===== src/rtl/uihb_pkg.sv =====
// shared types, constants and helpers of the udp/ipv4/ethernet header builder
package uihb_pkg;

  // header layout
  localparam int HDR_LEN = 42;
  localparam int IDX_W = 6;
  localparam int HDR_W = HDR_LEN * 8;

  // payload accounting widths
  localparam int COUNT_W = 11;
  localparam int SUM_W = 26;
  localparam int LEN_W = 12;
  localparam int CSUM_W = 20;

  // defaults for the top level parameters
  localparam int DEFAULT_MAX_PAYLOAD = 1472;
  localparam int DEFAULT_QUEUE_DEPTH = 2;

  // configuration port
  localparam int CFG_DATA_W = 48;
  localparam int CFG_INDEX_W = 3;

  localparam logic [CFG_INDEX_W-1:0] REG_DEST_MAC    = 3'd0;
  localparam logic [CFG_INDEX_W-1:0] REG_SOURCE_MAC  = 3'd1;
  localparam logic [CFG_INDEX_W-1:0] REG_ETHER_TYPE  = 3'd2;
  localparam logic [CFG_INDEX_W-1:0] REG_SOURCE_IP   = 3'd3;
  localparam logic [CFG_INDEX_W-1:0] REG_DEST_IP     = 3'd4;
  localparam logic [CFG_INDEX_W-1:0] REG_SOURCE_PORT = 3'd5;
  localparam logic [CFG_INDEX_W-1:0] REG_DEST_PORT   = 3'd6;

  localparam logic [15:0] RESET_ETHER_TYPE  = 16'h0800;
  localparam logic [15:0] RESET_SOURCE_PORT = 16'd20000;
  localparam logic [15:0] RESET_DEST_PORT   = 16'd9;

  // fixed protocol fields
  localparam logic [7:0]  IP_VER_IHL      = 8'h45;
  localparam logic [7:0]  IP_TOS          = 8'h00;
  localparam logic [15:0] IP_ID           = 16'h0000;
  localparam logic [15:0] IP_FLAGS_DF     = 16'h4000;
  localparam logic [7:0]  IP_TTL          = 8'd64;
  localparam logic [7:0]  IP_PROTO_UDP    = 8'd17;
  localparam logic [LEN_W-1:0] UDP_HDR_LEN = 12'd8;
  localparam logic [LEN_W-1:0] IP_UDP_HDR_LEN = 12'd28;

  // configuration register set
  typedef struct packed {
    logic [47:0] dest_mac;
    logic [47:0] source_mac;
    logic [15:0] ether_type;
    logic [31:0] source_ip;
    logic [31:0] dest_ip;
    logic [15:0] source_port;
    logic [15:0] dest_port;
  } cfg_t;

  // summary of one finished payload
  typedef struct packed {
    logic [SUM_W-1:0]   word_sum;
    logic [COUNT_W-1:0] byte_count;
    logic               oversize;
  } run_t;

  // header sequencer states
  typedef enum logic [2:0] {
    B_IDLE,
    B_LEN,
    B_SUM,
    B_FOLD,
    B_SEND
  } back_state_t;

  // ones'-complement fold of a sum that fits in 32 bits
  function automatic logic [15:0] fold16(input logic [31:0] s);
    logic [16:0] t;
    t = {1'b0, s[31:16]} + {1'b0, s[15:0]};
    return t[15:0] + {15'd0, t[16]};
  endfunction

endpackage


===== src/rtl/uihb_front.sv =====
// payload accumulator: running word sum and byte count per payload
module uihb_front #(
  parameter int MAX_PAYLOAD = uihb_pkg::DEFAULT_MAX_PAYLOAD
) (
  input  logic            clk,
  input  logic            rst,
  input  logic            s_tvalid,
  output logic            s_tready,
  input  logic [7:0]      s_tdata,
  input  logic            s_tlast,
  input  logic            q_ready,
  output logic            push,
  output uihb_pkg::run_t  push_data
);
  import uihb_pkg::*;

  logic [SUM_W-1:0]   word_sum;
  logic [COUNT_W-1:0] byte_count;
  logic               overflow_seen;

  logic               accept;
  logic               drop;
  logic [SUM_W-1:0]   word_sum_next;
  logic [COUNT_W-1:0] byte_count_next;
  logic               overflow_next;

  assign s_tready = q_ready;
  assign accept = s_tvalid && s_tready;

  // add the byte as high or low half of a big-endian word, unless saturated
  always_comb begin
    drop = byte_count >= COUNT_W'(MAX_PAYLOAD);
    word_sum_next = word_sum;
    byte_count_next = byte_count;
    overflow_next = overflow_seen || drop;
    if (!drop) begin
      if (byte_count[0]) begin
        word_sum_next = word_sum + {{(SUM_W-8){1'b0}}, s_tdata};
      end else begin
        word_sum_next = word_sum + {{(SUM_W-16){1'b0}}, s_tdata, 8'd0};
      end
      byte_count_next = byte_count + 1'b1;
    end
  end

  // a last item hands the totals to the queue
  assign push = accept && s_tlast;
  assign push_data = '{word_sum: word_sum_next, byte_count: byte_count_next,
                       oversize: overflow_next};

  // running state, cleared after each payload
  always_ff @(posedge clk) begin
    if (rst) begin
      word_sum <= '0;
      byte_count <= '0;
      overflow_seen <= 1'b0;
    end else if (accept) begin
      if (s_tlast) begin
        word_sum <= '0;
        byte_count <= '0;
        overflow_seen <= 1'b0;
      end else begin
        word_sum <= word_sum_next;
        byte_count <= byte_count_next;
        overflow_seen <= overflow_next;
      end
    end
  end

endmodule


===== src/rtl/uihb_queue.sv =====
// short queue of finished payload summaries
module uihb_queue #(
  parameter int DEPTH = uihb_pkg::DEFAULT_QUEUE_DEPTH
) (
  input  logic            clk,
  input  logic            rst,
  input  logic            push,
  input  uihb_pkg::run_t  push_data,
  output logic            q_ready,
  input  logic            pop,
  output logic            head_valid,
  output uihb_pkg::run_t  head
);
  import uihb_pkg::*;

  localparam int PTR_W = $clog2(DEPTH);
  localparam int CNT_W = $clog2(DEPTH + 1);

  run_t             entries [DEPTH];
  logic [PTR_W-1:0] wr_ptr;
  logic [PTR_W-1:0] rd_ptr;
  logic [CNT_W-1:0] fill;

  assign q_ready = fill != CNT_W'(DEPTH);
  assign head_valid = fill != '0;
  assign head = entries[rd_ptr];

  // storage
  always_ff @(posedge clk) begin
    if (push) begin
      entries[wr_ptr] <= push_data;
    end
  end

  // pointers and fill level
  always_ff @(posedge clk) begin
    if (rst) begin
      wr_ptr <= '0;
      rd_ptr <= '0;
      fill <= '0;
    end else begin
      if (push) begin
        wr_ptr <= (wr_ptr == PTR_W'(DEPTH - 1)) ? '0 : wr_ptr + 1'b1;
      end
      if (pop) begin
        rd_ptr <= (rd_ptr == PTR_W'(DEPTH - 1)) ? '0 : rd_ptr + 1'b1;
      end
      if (push && !pop) begin
        fill <= fill + 1'b1;
      end else if (pop && !push) begin
        fill <= fill - 1'b1;
      end
    end
  end

  // no write into a full queue, no read from an empty one
  a_no_overrun: assert property (@(posedge clk) disable iff (rst)
    push |-> q_ready) else $error("queue written while full");
  a_no_underrun: assert property (@(posedge clk) disable iff (rst)
    pop |-> head_valid) else $error("queue read while empty");

endmodule


===== src/rtl/uihb_back.sv =====
// header sequencer: checksums and byte-by-byte header output
module uihb_back (
  input  logic            clk,
  input  logic            rst,
  input  uihb_pkg::cfg_t  cfg,
  input  logic            head_valid,
  input  uihb_pkg::run_t  head,
  output logic            pop,
  output logic            m_tvalid,
  input  logic            m_tready,
  output logic [15:0]     m_tdata,
  output logic            m_tlast,
  output logic            m_tuser
);
  import uihb_pkg::*;

  back_state_t state;
  back_state_t state_next;

  run_t              run;
  logic [15:0]       fws;
  logic [LEN_W-1:0]  udp_len;
  logic [LEN_W-1:0]  ip_len;
  logic [CSUM_W-1:0] ip_sum;
  logic [CSUM_W-1:0] udp_sum;
  logic [15:0]       ip_ck;
  logic [15:0]       udp_ck;
  logic [IDX_W-1:0]  idx;

  logic              out_free;
  logic              do_len;
  logic              do_sum;
  logic              do_fold;
  logic              load_byte;
  logic              at_end;

  logic [HDR_W-1:0]  hdr;
  logic [IDX_W-1:0]  sel;
  logic [7:0]        hdr_byte;

  assign out_free = !m_tvalid || m_tready;
  assign at_end = idx == IDX_W'(HDR_LEN - 1);

  // next state
  always_comb begin
    state_next = state;
    case (state)
      B_IDLE: if (head_valid) state_next = B_LEN;
      B_LEN:  state_next = B_SUM;
      B_SUM:  state_next = B_FOLD;
      B_FOLD: state_next = B_SEND;
      B_SEND: if (out_free && at_end) state_next = B_IDLE;
      default: state_next = B_IDLE;
    endcase
  end

  // state outputs
  always_comb begin
    pop = 1'b0;
    do_len = 1'b0;
    do_sum = 1'b0;
    do_fold = 1'b0;
    load_byte = 1'b0;
    case (state)
      B_IDLE: pop = head_valid;
      B_LEN:  do_len = 1'b1;
      B_SUM:  do_sum = 1'b1;
      B_FOLD: do_fold = 1'b1;
      B_SEND: load_byte = out_free;
      default: ;
    endcase
  end

  always_ff @(posedge clk) begin
    if (rst) begin
      state <= B_IDLE;
    end else begin
      state <= state_next;
    end
  end

  // checksum pipeline over the popped summary
  always_ff @(posedge clk) begin
    if (pop) begin
      run <= head;
    end
    if (do_len) begin
      fws <= fold16({{(32-SUM_W){1'b0}}, run.word_sum});
      udp_len <= {1'b0, run.byte_count} + UDP_HDR_LEN;
      ip_len <= {1'b0, run.byte_count} + IP_UDP_HDR_LEN;
    end
    if (do_sum) begin
      ip_sum <= CSUM_W'({IP_VER_IHL, IP_TOS}) + CSUM_W'(ip_len) + CSUM_W'(IP_FLAGS_DF)
              + CSUM_W'({IP_TTL, IP_PROTO_UDP})
              + CSUM_W'(cfg.source_ip[31:16]) + CSUM_W'(cfg.source_ip[15:0])
              + CSUM_W'(cfg.dest_ip[31:16]) + CSUM_W'(cfg.dest_ip[15:0]);
      udp_sum <= CSUM_W'(fws)
               + CSUM_W'(cfg.source_ip[31:16]) + CSUM_W'(cfg.source_ip[15:0])
               + CSUM_W'(cfg.dest_ip[31:16]) + CSUM_W'(cfg.dest_ip[15:0])
               + CSUM_W'(IP_PROTO_UDP) + CSUM_W'({udp_len, 1'b0})
               + CSUM_W'(cfg.source_port) + CSUM_W'(cfg.dest_port);
    end
    if (do_fold) begin
      ip_ck <= ~fold16({{(32-CSUM_W){1'b0}}, ip_sum});
      udp_ck <= ~fold16({{(32-CSUM_W){1'b0}}, udp_sum});
    end
  end

  // header image, byte 0 in the top bits
  assign hdr = {cfg.dest_mac, cfg.source_mac, cfg.ether_type,
                IP_VER_IHL, IP_TOS, {4'd0, ip_len}, IP_ID, IP_FLAGS_DF,
                IP_TTL, IP_PROTO_UDP, ip_ck, cfg.source_ip, cfg.dest_ip,
                cfg.source_port, cfg.dest_port, {4'd0, udp_len}, udp_ck};
  assign sel = IDX_W'(HDR_LEN - 1) - idx;
  assign hdr_byte = hdr[{sel, 3'b000} +: 8];

  // byte index
  always_ff @(posedge clk) begin
    if (rst) begin
      idx <= '0;
    end else if (do_fold) begin
      idx <= '0;
    end else if (load_byte) begin
      idx <= idx + 1'b1;
    end
  end

  // output register
  always_ff @(posedge clk) begin
    if (rst) begin
      m_tvalid <= 1'b0;
    end else if (load_byte) begin
      m_tvalid <= 1'b1;
    end else if (m_tready) begin
      m_tvalid <= 1'b0;
    end
  end

  always_ff @(posedge clk) begin
    if (load_byte) begin
      m_tdata <= {2'b00, idx, hdr_byte};
      m_tlast <= at_end;
      m_tuser <= run.oversize;
    end
  end

  // the end mark sits on the final header byte only
  a_last_index: assert property (@(posedge clk) disable iff (rst)
    m_tvalid |-> (m_tlast == (m_tdata[13:8] == IDX_W'(HDR_LEN - 1))))
    else $error("end mark off the final header byte");
  // a new summary is taken only once the previous header is fully loaded
  a_pop_after_send: assert property (@(posedge clk) disable iff (rst)
    (state == B_SEND && load_byte && at_end) |=> (state == B_IDLE))
    else $error("header sequencer did not return to idle");

endmodule


===== src/rtl/udp_ipv4_eth_header_builder.sv =====
// top level of the udp/ipv4/ethernet header builder with checksum offload
//
//  port group   dir  width          items
//  s_*          in   8 + last       udp payload bytes, tlast on the final byte
//  m_*          out  16+last+user   header bytes, 42 per payload, tlast on byte 41
//  cfg_*        in   3 idx + 48     register writes, no read-back
//
// payload side takes one item per cycle while the queue has room; a finished payload's
// totals go to a two-entry queue, so input keeps flowing while a header goes out.
// each header goes through setup (pop, lengths, sums, fold), then its 42 header bytes
// go out, one byte per cycle while m_tready is high; the output register sets that pace.
// s_tready drops only while the queue is full (two pending headers at the default depth).
// rst is synchronous: clears running sums, queue and sequencer, and sets the registers to their reset values.
module udp_ipv4_eth_header_builder #(
  parameter int MAX_PAYLOAD = uihb_pkg::DEFAULT_MAX_PAYLOAD,
  parameter int QUEUE_DEPTH = uihb_pkg::DEFAULT_QUEUE_DEPTH
) (
  input  logic                              clk,
  input  logic                              rst,
  input  logic                              s_tvalid,
  output logic                              s_tready,
  input  logic [7:0]                        s_tdata,   // payload_byte
  input  logic                              s_tlast,
  output logic                              m_tvalid,
  input  logic                              m_tready,
  output logic [15:0]                       m_tdata,   // header_byte, header_index, zero pad
  output logic                              m_tlast,
  output logic                              m_tuser,   // oversize
  input  logic                              cfg_wr_en,
  input  logic [uihb_pkg::CFG_INDEX_W-1:0]  cfg_index,
  input  logic [uihb_pkg::CFG_DATA_W-1:0]   cfg_wr_data
);
  import uihb_pkg::*;

  cfg_t cfg;
  logic q_ready;
  logic push;
  run_t push_data;
  logic pop;
  logic head_valid;
  run_t head;

  // configuration registers
  always_ff @(posedge clk) begin
    if (rst) begin
      cfg.dest_mac <= '0;
      cfg.source_mac <= '0;
      cfg.ether_type <= RESET_ETHER_TYPE;
      cfg.source_ip <= '0;
      cfg.dest_ip <= '0;
      cfg.source_port <= RESET_SOURCE_PORT;
      cfg.dest_port <= RESET_DEST_PORT;
    end else if (cfg_wr_en) begin
      case (cfg_index)
        REG_DEST_MAC:    cfg.dest_mac <= cfg_wr_data;
        REG_SOURCE_MAC:  cfg.source_mac <= cfg_wr_data;
        REG_ETHER_TYPE:  cfg.ether_type <= cfg_wr_data[15:0];
        REG_SOURCE_IP:   cfg.source_ip <= cfg_wr_data[31:0];
        REG_DEST_IP:     cfg.dest_ip <= cfg_wr_data[31:0];
        REG_SOURCE_PORT: cfg.source_port <= cfg_wr_data[15:0];
        REG_DEST_PORT:   cfg.dest_port <= cfg_wr_data[15:0];
        default: ;
      endcase
    end
  end

  // payload accumulator
  uihb_front #(
    .MAX_PAYLOAD(MAX_PAYLOAD)
  ) u_front (
    .clk(clk),
    .rst(rst),
    .s_tvalid(s_tvalid),
    .s_tready(s_tready),
    .s_tdata(s_tdata),
    .s_tlast(s_tlast),
    .q_ready(q_ready),
    .push(push),
    .push_data(push_data)
  );

  // queue of finished payloads
  uihb_queue #(
    .DEPTH(QUEUE_DEPTH)
  ) u_queue (
    .clk(clk),
    .rst(rst),
    .push(push),
    .push_data(push_data),
    .q_ready(q_ready),
    .pop(pop),
    .head_valid(head_valid),
    .head(head)
  );

  // header sequencer
  uihb_back u_back (
    .clk(clk),
    .rst(rst),
    .cfg(cfg),
    .head_valid(head_valid),
    .head(head),
    .pop(pop),
    .m_tvalid(m_tvalid),
    .m_tready(m_tready),
    .m_tdata(m_tdata),
    .m_tlast(m_tlast),
    .m_tuser(m_tuser)
  );

endmodule


===== config.mk =====
export PLATFORM = sky130hd
export DESIGN_NAME = udp_ipv4_eth_header_builder
export DESIGN_NICKNAME = d
export VERILOG_FILES = /design/src/rtl/uihb_pkg.sv /design/src/rtl/uihb_front.sv /design/src/rtl/uihb_queue.sv /design/src/rtl/uihb_back.sv /design/src/rtl/udp_ipv4_eth_header_builder.sv
export SDC_FILE = /design/constraint.sdc
export NUM_CORES = 1
export LEC_CHECK = 0
export BUFFER_PORTS_ARGS = -buffer_cell sky130_fd_sc_hd__buf_2
export CORE_ASPECT_RATIO = 1.75
export CORE_MARGIN = 2
export CORE_UTILIZATION = 35
export DETAILED_ROUTE_END_ITERATION = 7
export SLEW_MARGIN = 20
export SYNTH_ARGS = -nofsm -noshare
export SYNTH_HDL_FRONTEND = slang
export SYNTH_SLANG_ARGS = --single-unit

===== constraint.sdc =====
create_clock -name clk -period 15.8 [get_ports clk]
set_clock_uncertainty 0.2 [all_clocks]
set_input_delay 1.58 -clock clk [delete_from_list [all_inputs] [get_ports clk]]
set_output_delay 1.58 -clock clk [all_outputs]
set_load 0.005 [all_outputs]

==> flow_summary_export.csv <==
group,metric,value,unit
run_status,status,"finished clean",
pwr,p_leak,11.7,nW
finish,area_delta_synth_final,10.9,%
routing,drt-total-wl,86.6,mm
timing,fmax,153,MHz
die,initial_core_util,35.3,%
grt,antenna_found_initial,12,
timing,whs,0.222,ns
synthesis,async_flop_share,0,%
worst_setup_path,start_kind,"flop",
pwr,p_per_area,161,nW/um^2
grt,grt_max_degree,105,
worst_setup_path,crit_required,15.94,ns
grt,grt_pass1_vias,21000,
routing,drt_pass1_iterations,6,
synthesis,ys_seq_elements,499,
finish,final_area,31600,um^2
worst_setup_path,crit_chain,"ha_1, a211oi_1, nor2_1, or2_2, nor3_1, o21bai_1, xor2_1, fa_1, inv_1, fa_1, fa_1, fa_1, inv_1, ha_1, o21a_1, o21a_1, o21ai_0, nor2_1, a221oi_1, nand2_1, o31ai_1, o21ai_0",
timing,fin_tns_setup,0,ns
clocking,clkSlewWorstSetupHoldPaths,0.07,ns
worst_setup_path,slowest_delay,0.55,ns
clocking,cts_buffers,48,
timing,finalHoldViolCount,0,
clocking,clockRootBuffer,"clkbuf_16",
clocking,clk_latency,0.64,ns
timing,setup_violations,0,
finish,drive_above_1_share,11.4,%
timing,post-route-period-util,41.4,%
timing,rsz0062_at_grt,"false",
worst_setup_path,r2r_start,"cfg[81]",
placement,dp_hpwl,66.1,mm
timing,slew_headroom,29.8,%
clocking,hold_buffers,0,
synthesis,synthDistinctLibCells,88,
grt,grt_pass1_wl,129,mm
worst_setup_path,cp_data_arrival_time,6.68,ns
placement,port-buffer-count,82,
worst_setup_path,criticalPathCategory,"flop to flop",
clocking,cts_tree,"done",
grt,grt-ovfl-total,0,
die,io_pins,85,
min_path,min_path_type,"flop to flop",
die,die_x,220,um
clocking,cts_resized,0,
timing,report.final.slew_viol_count,0,
synthesis,syn_inst,2810,
clocking,ctsHtreeMaxLevel,2,
die,dieHeight,381,um
die,coreArea,80800,um^2
die,die_area,83800,um^2
synthesis,yosysSeqAreaShare,43.5,%
die,core.rowCount,138,
placement,gp_congestion,0.974,
pwr,p_total,5.08,mW
worst_setup_path,cp-startpoint,"cfg[81]",
worst_setup_path,cp_common_cell,"fa_1",
synthesis,synth_common_cells,"520 x nand2_1, 285 x a21oi_1, 260 x dfxtp_1",
timing,fin_crit,6.54,ns
synthesis,synth_area,28500,um^2
synthesis,synth_area_leader_cell,"edfxtp_1",
synthesis,yosysMostFrequentCell,"nand2_1",
worst_setup_path,slowest_stage,"fa_1",
clocking,cts_sinks,499,
worst_setup_path,critPathCaptureType,"flop",
routing,vias,20800,
min_path,hold_start,"u_back.run[2]",
clocking,cts_buffer_depth,3,
synthesis,syn_area_per_cell,10.1,um^2
routing,wl_per_cell,22.1,um
placement,postPlaceCellArea,29900,um^2
routing,vias_per_cell,5.31,
worst_setup_path,rrSetupSlack,9.26,ns
synthesis,synth_ff_type,"dfxtp_1",
timing,worst_pin_slew,1.05,ns
flow_run,max_cap_violations,0,
finish,final_util,39.1,%
synthesis,synth_edf_count,239,
finish,final_nets,3154,
grt,grt_use_total,20.8,%
routing,ant_nets,0,
synthesis,yosysWarningCount,0,
worst_setup_path,crit_path_max_fanout,5,
routing,drc,0,
clocking,post-cts-setup-buffers,0,
pwr,ir_worst_vdd,0.000107,V
routing,detail_route.iter0.violations,1252,
synthesis,yosys.area.top_type_share,25.2,%
synthesis,synth_area_leaders,"edfxtp_1 25%, dfxtp_1 18%, fa_1 8.4%",
## cell type report
class,count,area [um^2]
multi-input cells,1986,14900
well taps,1050,1310
clock buffers,73,1470
fillers,8028,49200
repair buffers,105,624
diodes,4,10.0
clock inverters,17,163
inverters,192,721
flip-flops and latches,499,12400
## per-stage QoR
stage          setup slack [ns]  instances
3_3_place_gp               9.44       3830
5_1_grt                    8.95       3925
3_5_place_dp               9.29       3830
6_report                   9.26       3926
4_1_cts                    9.30       3920
2_1_floorplan              9.84       2811
## sequential cells by signal (all words and copies together), names as in the netlist, 6 cells and up
register            flops
u_back.fws             16
u_back.ip_ck           16
u_back.ip_len          12
u_back.udp_ck          16
u_back.ip_sum          19
u_back.run             38
u_back.udp_sum         20
u_back.idx              6
u_back.m_tdata         14
u_back.udp_len         10
u_front.word_sum       26
u_front.byte_count     11
u_queue.entries        76
cfg                   208
## routing by layer
layer | track usage (%) | part of all wire, %
met2 | 38.8 | 53
met5 | 0 | 0.083
met1 | 20.1 | 33
met3 | 3.08 | 4.5
met4 | 16.0 | 9.2
## where the power goes
part / switching [mW] / internal (mW) / total (mW) / leakage, nW
registers: 0.163 / 1.67 / 1.83 / 4.31
clock network: 0.538 / 0.667 / 1.20 / 0.820
logic: 1.22 / 0.829 / 2.05 / 6.59
## critical path, delay by kind of cell, from the launching register on
kind                     cells  cell delay (ns)
XOR/XNOR                     1             0.16
AO/OA/AOI/OAI                8             1.93
flip-flops                   1             0.46
buffers and inverters        2             0.09
AND/OR/NAND/NOR              5             0.76
adder cells (fa/ha/maj)      6             2.66
## cell usage in the layout (no fill, tap or decap), types with 10 or more instances in the layout
cell and instances:
a21o_1 29, a21oi_1 285, a22oi_1 17, a31oi_1 22, and2_1 10, and3_1 17, buf_2 81, buf_4 21
clkbuf_16 49, clkbuf_8 16, dfxtp_1 258, edfxtp_1 239, fa_1 119, ha_1 138, inv_1 189, mux2_2 42
mux2i_1 29, mux4_2 56, nand2_1 518, nand2b_1 21, nand3_1 53, nand4_1 20, nor2_1 114, nor2b_1 15
nor3_1 38, o211ai_1 16, o21a_1 19, o21ai_0 79, o22ai_1 11, or3_1 13, xnor2_1 94, xor2_1 64
## final timing paths
kind | cells past startpoint | end
setup / recovery | 22 | u_back.udp_sum[19]
hold / removal | 0 | u_back.ip_len[1]
setup reg to reg | 22 | u_back.udp_sum[19]
hold reg to reg | 0 | u_back.ip_len[1]
## logic make-up after synthesis
family                   Yosys count  share of synthesized area, %
adder cells (fa/ha/maj)          258                          14.5
buffers and inverters            326                          4.48
multiplexers                     127                          7.11
AND/OR/NAND/NOR                  879                          13.7
flip-flops                       499                          43.5
other                              1                        0.0132
AO/OA/AOI/OAI                    561                          11.9
XOR/XNOR                         159                          4.89
No activity file was read; power rests on OpenSTA's default activity.
